$ cat src/hw/rtl/sorted_record_table_unit_macros.svh
// Assertion macros shared by the sorted record table RTL.
`ifndef SORTED_RECORD_TABLE_UNIT_MACROS_SVH
`define SORTED_RECORD_TABLE_UNIT_MACROS_SVH

`ifndef SYNTHESIS
// Same-cycle implication, disabled while reset is asserted.
`define SRT_ASSERT_IMP(lbl, clk, rstn, ante, cons) \
  lbl: assert property (@(posedge clk) disable iff (!rstn) (ante) |-> (cons)) \
    else $error("sorted_record_table_unit: assertion failed");
// Next-cycle implication, disabled while reset is asserted.
`define SRT_ASSERT_NEXT(lbl, clk, rstn, ante, cons) \
  lbl: assert property (@(posedge clk) disable iff (!rstn) (ante) |=> (cons)) \
    else $error("sorted_record_table_unit: assertion failed");
`else
`define SRT_ASSERT_IMP(lbl, clk, rstn, ante, cons)
`define SRT_ASSERT_NEXT(lbl, clk, rstn, ante, cons)
`endif

`endif

$ cat src/hw/rtl/srt_pkg.sv
// Shared types and codes of the sorted record table.
package srt_pkg;

  typedef struct packed {
    logic        [63:0] name;
    logic signed [31:0] id;
    logic signed [31:0] salary;
  } rec_t;

  typedef struct packed {
    logic name_eq;
    logic name_gt;
    logic sal_eq;
  } cmp_res_t;

  typedef enum logic [1:0] {
    ST_OK   = 2'd0,
    ST_MISS = 2'd1,
    ST_FULL = 2'd2
  } status_e;

  typedef enum logic [2:0] {
    K_INSERT    = 3'd0,
    K_DELETE    = 3'd1,
    K_FIND_NAME = 3'd2,
    K_FIND_SAL  = 3'd3,
    K_SET_ID    = 3'd4,
    K_SET_SAL   = 3'd5,
    K_LIST      = 3'd6
  } kind_e;

endpackage

$ cat src/hw/rtl/srt_ram.sv
// Record memory: one write port, one read port with registered read data.
module srt_ram import srt_pkg::*; #(
  parameter int DEPTH = 32,
  parameter int AW    = 5
) (
  input  logic          clk_i,
  input  logic          we_i,
  input  logic [AW-1:0] waddr_i,
  input  rec_t          wdata_i,
  input  logic [AW-1:0] raddr_i,
  output rec_t          rdata_o
);

  rec_t mem_q [DEPTH];
  rec_t rdata_q;

  always_ff @(posedge clk_i) begin
    if (we_i) begin
      mem_q[waddr_i] <= wdata_i;
    end
    rdata_q <= mem_q[raddr_i];
  end

  assign rdata_o = rdata_q;

endmodule

$ cat src/hw/rtl/srt_cmp.sv
// Shared compare unit: key order and equality, salary equality.
module srt_cmp import srt_pkg::*; (
  input  rec_t               rec_i,
  input  logic        [63:0] key_i,
  input  logic signed [31:0] sal_i,
  output cmp_res_t           res_o
);

  assign res_o.name_eq = (rec_i.name == key_i);
  assign res_o.name_gt = (rec_i.name > key_i);
  assign res_o.sal_eq  = (rec_i.salary == sal_i);

endmodule

$ cat src/hw/rtl/sorted_record_table_unit.sv
// Sorted record table: sequencer walking a record memory through one compare unit.
// Insert, find and set walk down; list and salary search walk up; a delete scans down, then
// shifts up. One item at a time, the next one accepted in the cycle busy drops; the single read
// port paces the walk at one entry per cycle. Results are registered and strobe in the cycle
// after they are decided.
// Reset (rst_ni low, asynchronous) empties the table; stored records need no clearing.
module sorted_record_table_unit import srt_pkg::*; #(
  parameter int DEPTH      = 32,
  parameter int NAME_CHARS = 8
) (
  input  logic               clk_i,
  input  logic               rst_ni,
  input  logic               start_i,
  output logic               busy_o,
  input  logic        [2:0]  kind_i,
  input  logic        [63:0] key_name_i,
  input  logic signed [31:0] id_value_i,
  input  logic signed [31:0] salary_value_i,
  output logic               result_valid_o,
  output logic        [1:0]  status_o,
  output logic        [5:0]  position_o,
  output logic        [6:0]  match_number_o,
  output logic        [63:0] rec_name_o,
  output logic signed [31:0] rec_id_o,
  output logic signed [31:0] rec_salary_o,
  output logic               last_o
);

`include "sorted_record_table_unit_macros.svh"

  localparam int AW = (DEPTH > 1) ? $clog2(DEPTH) : 1;
  localparam int CW = $clog2(DEPTH + 1);

  // Sequencer states:
  //   S_INS   walk down from the top, moving larger keys up by one slot
  //   S_PUT0  drop the new record into slot zero after the walk ran out
  //   S_FIND  walk down, stop at the first key hit (the last match in order)
  //   S_SHIFT close the gap left by a delete, walking up
  //   S_SCAN  walk up for list or salary search
  //   S_FLUSH send the held salary match, or a miss if none, as the final transaction
  typedef enum logic [2:0] {
    S_IDLE, S_INS, S_PUT0, S_FIND, S_SHIFT, S_SCAN, S_FLUSH
  } state_e;

  typedef struct packed {
    status_e    status;
    logic [5:0] pos;
    logic [6:0] num;
    rec_t       rec;
    logic       last;
  } res_t;

  // Cut the key to NAME_CHARS bytes and clear everything after the first zero byte.
  function automatic logic [63:0] norm_key(logic [63:0] k);
    logic [63:0] o;
    logic        alive;
    o     = '0;
    alive = 1'b1;
    for (int b = 0; b < 8; b++) begin
      if (alive && (b < NAME_CHARS) && (k[63-8*b -: 8] != 8'd0)) begin
        o[63-8*b -: 8] = k[63-8*b -: 8];
      end else begin
        alive = 1'b0;
      end
    end
    return o;
  endfunction

  // Failed transactions carry zero payload and always close the item.
  function automatic res_t mk_res(status_e st, logic [AW-1:0] pos, logic [6:0] num,
                                  rec_t r, logic lst);
    res_t o;
    o        = '0;
    o.status = st;
    o.last   = lst;
    if (st == ST_OK) begin
      o.pos = 6'(pos);
      o.num = num;
      o.rec = r;
    end
    return o;
  endfunction

  state_e             state_q, state_d;
  logic [CW-1:0]      cnt_q, cnt_d;
  kind_e              kind_q, kind_d;
  logic [63:0]        key_q, key_d;
  logic signed [31:0] idv_q, idv_d;
  logic signed [31:0] sal_q, sal_d;
  logic [AW-1:0]      idx_q, idx_d;     // next address to read
  logic               iss_q, iss_d;     // reads still to issue
  logic               dv_q, dv_d;       // read data is valid this cycle
  logic [AW-1:0]      daddr_q, daddr_d; // address of the read data
  logic [6:0]         num_q, num_d;     // salary matches found so far
  logic               pend_q, pend_d;   // a salary match is held back
  rec_t               prec_q, prec_d;
  logic [AW-1:0]      ppos_q, ppos_d;
  logic               out_vld_q, out_vld_d;
  res_t               out_q, out_d;

  logic          mem_we;
  logic [AW-1:0] mem_waddr;
  rec_t          mem_wdata;
  logic [AW-1:0] mem_raddr;
  rec_t          rdata;
  cmp_res_t      cmp;
  rec_t          new_rec;
  rec_t          upd_rec;
  logic [AW-1:0] last_idx;
  logic          walk_dn;
  logic          walk_up;

  srt_ram #(
    .DEPTH (DEPTH),
    .AW    (AW)
  ) u_ram (
    .clk_i   (clk_i),
    .we_i    (mem_we),
    .waddr_i (mem_waddr),
    .wdata_i (mem_wdata),
    .raddr_i (mem_raddr),
    .rdata_o (rdata)
  );

  srt_cmp u_cmp (
    .rec_i (rdata),
    .key_i (key_q),
    .sal_i (sal_q),
    .res_o (cmp)
  );

  assign new_rec  = '{name: key_q, id: idv_q, salary: sal_q};
  assign last_idx = AW'(cnt_q - 1'b1);
  assign walk_dn  = (state_q == S_INS) || (state_q == S_FIND);
  assign walk_up  = (state_q == S_SHIFT) || (state_q == S_SCAN);

  always_comb begin
    state_d   = state_q;
    cnt_d     = cnt_q;
    kind_d    = kind_q;
    key_d     = key_q;
    idv_d     = idv_q;
    sal_d     = sal_q;
    idx_d     = idx_q;
    iss_d     = iss_q;
    dv_d      = 1'b0;
    daddr_d   = daddr_q;
    num_d     = num_q;
    pend_d    = pend_q;
    prec_d    = prec_q;
    ppos_d    = ppos_q;
    out_vld_d = 1'b0;
    out_d     = out_q;
    mem_we    = 1'b0;
    mem_waddr = '0;
    mem_wdata = new_rec;
    upd_rec   = rdata;

    // Read issue: one address a cycle, downward or upward.
    if (iss_q && (walk_dn || walk_up)) begin
      dv_d    = 1'b1;
      daddr_d = idx_q;
      if (walk_dn) begin
        if (idx_q == '0) begin
          iss_d = 1'b0;
        end else begin
          idx_d = idx_q - AW'(1);
        end
      end else begin
        if (idx_q == last_idx) begin
          iss_d = 1'b0;
        end else begin
          idx_d = idx_q + AW'(1);
        end
      end
    end

    case (state_q)
      S_IDLE: begin
        if (start_i) begin
          kind_d = kind_e'(kind_i);
          key_d  = norm_key(key_name_i);
          idv_d  = id_value_i;
          sal_d  = salary_value_i;
          num_d  = '0;
          pend_d = 1'b0;
          iss_d  = (cnt_q != '0);
          idx_d  = last_idx;
          case (kind_e'(kind_i))
            K_INSERT: state_d = S_INS;
            K_DELETE, K_FIND_NAME, K_SET_ID, K_SET_SAL: state_d = S_FIND;
            K_FIND_SAL, K_LIST: begin
              state_d = S_SCAN;
              idx_d   = '0;
            end
            default: begin
              state_d = S_IDLE;
              iss_d   = 1'b0;
            end
          endcase
        end
      end

      S_INS: begin
        if (cnt_q == CW'(DEPTH)) begin
          out_vld_d = 1'b1;
          out_d     = mk_res(ST_FULL, '0, '0, new_rec, 1'b1);
          iss_d     = 1'b0;
          state_d   = S_IDLE;
        end else if (cnt_q == '0) begin
          mem_we    = 1'b1;
          mem_waddr = '0;
          out_vld_d = 1'b1;
          out_d     = mk_res(ST_OK, '0, '0, new_rec, 1'b1);
          cnt_d     = cnt_q + 1'b1;
          state_d   = S_IDLE;
        end else if (dv_q) begin
          mem_we    = 1'b1;
          mem_waddr = daddr_q + AW'(1);
          if (cmp.name_gt) begin
            // Move the larger key up; keep walking, or fall to slot zero.
            mem_wdata = rdata;
            if (daddr_q == '0) begin
              state_d = S_PUT0;
            end
          end else begin
            out_vld_d = 1'b1;
            out_d     = mk_res(ST_OK, daddr_q + AW'(1), '0, new_rec, 1'b1);
            cnt_d     = cnt_q + 1'b1;
            iss_d     = 1'b0;
            state_d   = S_IDLE;
          end
        end
      end

      S_PUT0: begin
        mem_we    = 1'b1;
        mem_waddr = '0;
        out_vld_d = 1'b1;
        out_d     = mk_res(ST_OK, '0, '0, new_rec, 1'b1);
        cnt_d     = cnt_q + 1'b1;
        iss_d     = 1'b0;
        state_d   = S_IDLE;
      end

      S_FIND: begin
        if (cnt_q == '0) begin
          out_vld_d = 1'b1;
          out_d     = mk_res(ST_MISS, '0, '0, new_rec, 1'b1);
          state_d   = S_IDLE;
        end else if (dv_q) begin
          if (cmp.name_eq) begin
            iss_d   = 1'b0;
            state_d = S_IDLE;
            if (kind_q == K_SET_ID) begin
              upd_rec.id = idv_q;
              mem_we     = 1'b1;
            end else if (kind_q == K_SET_SAL) begin
              upd_rec.salary = sal_q;
              mem_we         = 1'b1;
            end
            mem_waddr = daddr_q;
            mem_wdata = upd_rec;
            out_vld_d = 1'b1;
            out_d     = mk_res(ST_OK, daddr_q, '0, upd_rec, 1'b1);
            if (kind_q == K_DELETE) begin
              if (daddr_q == last_idx) begin
                cnt_d = cnt_q - 1'b1;
              end else begin
                // Close the gap: restart reads just above the removed slot.
                state_d = S_SHIFT;
                idx_d   = daddr_q + AW'(1);
                iss_d   = 1'b1;
                dv_d    = 1'b0;
              end
            end
          end else if (daddr_q == '0) begin
            out_vld_d = 1'b1;
            out_d     = mk_res(ST_MISS, '0, '0, new_rec, 1'b1);
            iss_d     = 1'b0;
            state_d   = S_IDLE;
          end
        end
      end

      S_SHIFT: begin
        if (dv_q) begin
          mem_we    = 1'b1;
          mem_waddr = daddr_q - AW'(1);
          mem_wdata = rdata;
          if (daddr_q == last_idx) begin
            cnt_d   = cnt_q - 1'b1;
            iss_d   = 1'b0;
            state_d = S_IDLE;
          end
        end
      end

      S_SCAN: begin
        if (cnt_q == '0) begin
          out_vld_d = 1'b1;
          out_d     = mk_res(ST_MISS, '0, '0, new_rec, 1'b1);
          state_d   = S_IDLE;
        end else if (dv_q) begin
          if (kind_q == K_LIST) begin
            out_vld_d = 1'b1;
            out_d     = mk_res(ST_OK, daddr_q, 7'(daddr_q) + 7'd1, rdata,
                               daddr_q == last_idx);
            if (daddr_q == last_idx) begin
              state_d = S_IDLE;
            end
          end else begin
            // Hold each match back one step so the final one can be flagged.
            if (cmp.sal_eq) begin
              if (pend_q) begin
                out_vld_d = 1'b1;
                out_d     = mk_res(ST_OK, ppos_q, num_q, prec_q, 1'b0);
              end
              pend_d = 1'b1;
              prec_d = rdata;
              ppos_d = daddr_q;
              num_d  = num_q + 7'd1;
            end
            if (daddr_q == last_idx) begin
              state_d = S_FLUSH;
            end
          end
        end
      end

      S_FLUSH: begin
        out_vld_d = 1'b1;
        if (pend_q) begin
          out_d = mk_res(ST_OK, ppos_q, num_q, prec_q, 1'b1);
        end else begin
          out_d = mk_res(ST_MISS, '0, '0, prec_q, 1'b1);
        end
        pend_d  = 1'b0;
        state_d = S_IDLE;
      end

      default: begin
        state_d = S_IDLE;
        iss_d   = 1'b0;
      end
    endcase
  end

  always_ff @(posedge clk_i or negedge rst_ni) begin
    if (!rst_ni) begin
      state_q   <= S_IDLE;
      cnt_q     <= '0;
      kind_q    <= K_INSERT;
      key_q     <= '0;
      idv_q     <= '0;
      sal_q     <= '0;
      idx_q     <= '0;
      iss_q     <= 1'b0;
      dv_q      <= 1'b0;
      daddr_q   <= '0;
      num_q     <= '0;
      pend_q    <= 1'b0;
      prec_q    <= '0;
      ppos_q    <= '0;
      out_vld_q <= 1'b0;
      out_q     <= '0;
    end else begin
      state_q   <= state_d;
      cnt_q     <= cnt_d;
      kind_q    <= kind_d;
      key_q     <= key_d;
      idv_q     <= idv_d;
      sal_q     <= sal_d;
      idx_q     <= idx_d;
      iss_q     <= iss_d;
      dv_q      <= dv_d;
      daddr_q   <= daddr_d;
      num_q     <= num_d;
      pend_q    <= pend_d;
      prec_q    <= prec_d;
      ppos_q    <= ppos_d;
      out_vld_q <= out_vld_d;
      out_q     <= out_d;
    end
  end

  assign mem_raddr      = idx_q;
  assign busy_o         = (state_q != S_IDLE);
  assign result_valid_o = out_vld_q;
  assign status_o       = out_q.status;
  assign position_o     = out_q.pos;
  assign match_number_o = out_q.num;
  assign rec_name_o     = out_q.rec.name;
  assign rec_id_o       = out_q.rec.id;
  assign rec_salary_o   = out_q.rec.salary;
  assign last_o         = out_q.last;

  // An idle cycle decides nothing, so no transaction follows it.
  `SRT_ASSERT_NEXT(a_idle_quiet, clk_i, rst_ni, !busy_o, !result_valid_o)
  `SRT_ASSERT_IMP(a_cnt_range, clk_i, rst_ni, 1'b1, cnt_q <= CW'(DEPTH))
  `SRT_ASSERT_IMP(a_full_no_write, clk_i, rst_ni, state_q == S_INS && cnt_q == CW'(DEPTH), !mem_we)
  `SRT_ASSERT_IMP(a_fail_closes, clk_i, rst_ni, result_valid_o && status_o != ST_OK, last_o && position_o == 6'd0)

endmodule
$ cat config.mk
export PLATFORM = sky130hd
export DESIGN_NAME = sorted_record_table_unit
export DESIGN_NICKNAME = d
export VERILOG_FILES = /design/src/hw/rtl/srt_pkg.sv /design/src/hw/rtl/srt_ram.sv /design/src/hw/rtl/srt_cmp.sv /design/src/hw/rtl/sorted_record_table_unit.sv
export VERILOG_INCLUDE_DIRS = /design/src /design/src/hw/rtl
export SDC_FILE = /design/constraint.sdc
export NUM_CORES = 2
export LEC_CHECK = 0
export BUFFER_PORTS_ARGS = -buffer_cell sky130_fd_sc_hd__clkbuf_2
export CAP_MARGIN = 10
export CORE_UTILIZATION = 30
export DETAILED_ROUTE_END_ITERATION = 10
export GPL_ROUTABILITY_DRIVEN = 0
export REMOVE_ABC_BUFFERS = 1
export SLEW_MARGIN = 20
export SYNTH_ARGS = -nofsm -noshare
export SYNTH_HDL_FRONTEND = slang
export SYNTH_HIERARCHICAL = 1
export SYNTH_SLANG_ARGS = --single-unit
$ cat constraint.sdc
create_clock -name clk_i -period 12.5 [get_ports clk_i]
set_input_delay 1.875 -clock clk_i [delete_from_list [all_inputs] [get_ports clk_i]]
set_output_delay 1.875 -clock clk_i [all_outputs]
set_load 0.05 [all_outputs]
* Word level (Yosys, flattened, before mapping) *
Memory sizes are Yosys's and may differ from the RTL's. A register that Yosys moved wholly into a read port is not among the register bits.
Cells that the tools add are included.

word-level totals
  register bits = 438
  memory bits (writable) = 4096
  bits of input ports = 134
  output and inout port bits = 146
  logic and storage cells = 291
  memories kept = 1

memory list
  memory       words  bits a word  read ports  clocked after Yosys merged registers in  write ports  RTL line       RTL
  u_ram.mem_q  32     128          1           1                                        1            srt_ram.sv:14  rec_t mem_q [DEPTH];

cells by class
  add/sub/neg operators = 8
  $lt $le $gt $ge = 1
  equality and inequality tests = 43
  muxes and demuxes = 170
  bitwise gates (word level) = 2
  reductions and logical operators = 42

operator list
  operator            count
  $mux 144            13
  $mux 128            8
  $pmux 144 s5        1
  $pmux 128 s3        1
  $mux 143            1
  $mux 32             3
  $mux 5              18
  $mux 1              74
  $eq 64x64->1        1
  $gt 64x64->1        1
  $mux 8              8
  $reduce_bool 8->1   8
  $mux 6              10
  $mux 3              18
  $mux 7              5
  $eq 32x32->1        1
  $eq 3x3->1 const B  9
  $pmux 6 s4          1
  $ne 2x2->1 const B  10
  $ne 4x2->1 const B  5
  $reduce_and 8->1    2
  $pmux 3 s5          1
  $pmux 5 s3          1
  $pmux 7 s2          1
  37 further kinds    65

* Longest topological paths before layout *
  depth after elaboration = 30
  depth in mapped cells = 16
  mapped depth without buffers = 14

* By module *
Netlist, hierarchy kept.

by module, submodules not included
  module                    times used  cells an instance  area an instance (um^2)
  srt_ram                   1           6440               155281.4
  sorted_record_table_unit  1           1968               21549.4
  srt_cmp                   1           268                1959.4

* Worst setup path before layout *
OpenSTA, ideal clock, no wires.

  path type = reg-to-reg
  from = register key_q[61]
  to = memory u_ram/mem_q[17][0] (netlist bit) (enable)
  library setup time = 0.617 ns
  data arrival time = 8.737 ns
  data required time = 11.883 ns
  slack = 3.146 ns
  stages on the path, launching flop included = 13
  path buffers = 0
  period minus slack after synthesis = 9.354 ns
  cell sequence = dfrtp_1 inv_1 ha_1 nand4_1 nor4_2 nand4_1 nor3_1 and4b_1 nand3_1 and3b_1 o22ai_1 or3b_2 nor2_1

RTL lines
  item                    RTL line                         RTL
  from (decl)             sorted_record_table_unit.sv:87   logic [63:0] key_q, key_d;
  from (signal assigned)  sorted_record_table_unit.sv:371  key_q <= key_d;
  to (decl)               srt_ram.sv:14

==> flow_metrics.tcl <==
set metrics [dict create \
    fin_nets 9313 \
    static-leakage-power_nw 66.7 \
    cts_tree "built" \
    antenna_found_initial 43 \
    multi_input_area_mm2 0.0398 \
    max_freq_ghz 0.124 \
    ys_seq_elements 4661 \
    p_per_area_mw_per_mm2 241 \
    fin_util_pct 34.6 \
    layout_commonest_cell "edfxtp_1" \
    met2_usage_pct 27.4 \
    cts.clk_slew.worst_paths_ps 60 \
    top_usage_layer "met2" \
    route.vias.total 93200 \
    crit_fanout 45 \
    start_util_pct 30.1 \
    crit_type "reg2reg" \
    place_area_mm2 0.190 \
    cts_resized 0 \
    post_cts_buffers 0 \
    grtUsageMet1_pct 24.6 \
    synth_area_mm2 0.179 \
    hpwl_um 308000 \
    clock_latency_ps 1030 \
    nFillCells 54800 \
    use_met3_pct 3.38 \
    port-buffer-count 278 \
    die_h_um 774 \
    antenna_left 0 \
    grt_pass1_vias 90900 \
    ys_seq_area_share_pct 76.3 \
    grt_usage_pct 17.3 \
    ir_drop_v 0.000205 \
    gr-total-overflow 0 \
    die_width_um 774 \
    synth-edff-count 4096 \
    setup_violations 0 \
    viasPerCell 5.37 \
    rsz0062_at_grt "no" \
    finalWirelength_um 535000 \
    numCtsBuffers 462 \
    core_region_area_mm2 0.594 \
    ys_async_sr_fraction_pct 9.38 \
    cts_hold_buffers 0 \
    finClkSkew_ps 83.3 \
    grt_pass1_wl_um 742000 \
    seq_area_mm2 0.137 \
    area_growth_pct 14.8 \
    clockRootBuffer "clkbuf_16" \
    cts_num_sinks 4661 \
    synthCells 8676 \
    ys_types 81 \
    worst_setup_path_end_kind "register" \
    drc_errors 0 \
    crit_required_ps 13100 \
    rows 283 \
    grt_start_max_net_pins 123 \
    ios 280 \
    synth_top_flop_cell "edfxtp_1" \
    initialDrtViolationCount 12700 \
    finalCriticalPeriod_ps 8040 \
    hp-class "reg2reg" \
    fin_setup_tns_ps 0 \
    fin_area_mm2 0.205 \
    status "complete, no violations" \
    slew_headroom_pct 21.2 \
    drv_cap 0 \
    hold_viol 0 \
    worst_pin_slew_ps 1180 \
    wire_per_inst_um 30.8 \
    start_kind "register" \
    drtPass1Iterations 9 \
    cp.arrival_ps 8630 \
    slew_viol_final 0 \
    drive_gt1_share_pct 26.2 \
    layout_common_cells "4096 x edfxtp_1, 956 x mux4_2, 465 x clkbuf_16, 451 x o22ai_1, 435 x dfrtp_1" \
    synthesis.area_per_instance_um2 20.6 \
    ys_warn_count 6 \
    post-route-period-util_pct 64.3 \
    dieArea_mm2 0.599 \
    h-tree-depth 5 \
    cts_buffer_depth 4 \
]
[per-stage QoR]
step                power [mW]  hold slack (ps)  instances  setup slack (ps)
CTS                       49.9              506      17400              4600
finish                    49.6              506      17400              4460
floorplan                 32.2              464       8157            -36140
global placement          35.9              485      16500              4770
global route              51.3              511      17400              4140
detailed placement        35.9              493      16500              4670
[cells in the mapped netlist, drive strengths merged (11+ instances only)]
cell type	n	share of area, %
ha	72	0.50
clkbuf	235	0.51
a221o	133	0.74
o21ai	49	0.14
xor2	43	0.21
o22ai	451	1.6
nor2	209	0.44
nand3	67	0.19
a22oi	136	0.57
a222oi	101	0.57
mux2	267	1.7
dfrtp	437	6.1
inv	81	0.17
mux2i	142	0.79
nor4	136	0.48
a22o	48	0.24
nand4	46	0.16
nand2	319	0.67
xnor2	11	0.054
buf	284	0.99
edfxtp	4096	69
nor3	15	0.051
dfxtp	128	1.4
nor2b	14	0.049
a21oi	59	0.17
mux4	956	12
[layout make-up]
| cell class | instances | area share (%) |
|---|---|---|
| well taps | 7837 | 4.78 |
| clock inverters | 286 | 1.43 |
| repair buffers | 486 | 1.69 |
| clock buffers | 588 | 6.02 |
| flip-flops and latches | 4661 | 66.5 |
| multi-input cells | 3415 | 19.4 |
| diodes | 18 | 0.0219 |
| inverters | 81 | 0.148 |
[layer usage]
metal | vias up | wire length (um)
li1 | 37300 | -
met4 | 22 | 13200
met5 | - | 140
met3 | 657 | 48500
met1 | 50700 | 223000
met2 | 4526 | 250000
[registers in the layout (all words and copies together) (netlist names), 6 cells and up]
name,flops
u_ram/rdata_o,128
rec_id_o,32
rec_salary_o,32
rec_name_o,64
prec_q,128
idv_q,32
u_ram/mem_q,4096
key_q,64
num_q,7
match_number_o,7
cnt_q,6
sal_q,32
[critical path: stages (launching register included)]
cell and delay [ps]:
dfrtp_1 420, inv_1 60, ha_1 290, nand4_1 220, nor4_2 410, nand4_1 750, nor3_1 870, and4b_1 440
nand3_1 380, nor3b_1 320, nor2_1 60, o21ai_0 220, nand3b_1 750, nor2_4 580, buf_4 930, buf_4 790
[power breakdown]
part	internal (mW)	switching, mW	leakage [nW]
clock network	7.96	6.07	7.45
logic	4.78	9.64	15.2
registers	20.0	1.09	44.1
total	32.8	16.8	66.7
[cell families after synthesis]
family | count (synthesis) | synth area share (%)
DFF | 4661 | 76.3
muxes | 1365 | 14.5
AOI/OAI and AO/OA | 1039 | 4.28
and+or+nand+nor | 879 | 2.35
buffers and inverters | 600 | 1.68
adders and majority gates | 72 | 0.504
xor gates and xnor gates | 59 | 0.328
other | 1 | 0.00210
[worst paths after layout]
path | depth (start not counted) | endpoint | slack (ps) | startpoint
worst max-delay path | 15 | u_ram/mem_q[9][52] | 4460 | key_q[50]
worst min-delay path | 1 | prec_q[37] | 510 | prec_q[37]
worst max register to register | 15 | u_ram/mem_q[9][52] | 4460 | key_q[50]
worst min register to register | 1 | prec_q[37] | 510 | prec_q[37]
max in group asynchronous | 3 | idv_q[27] | 9570 | rst_ni
min in group asynchronous | 1 | rec_id_o[9] | 880 | rst_ni
No activity file was read; power rests on OpenSTA's default activity.
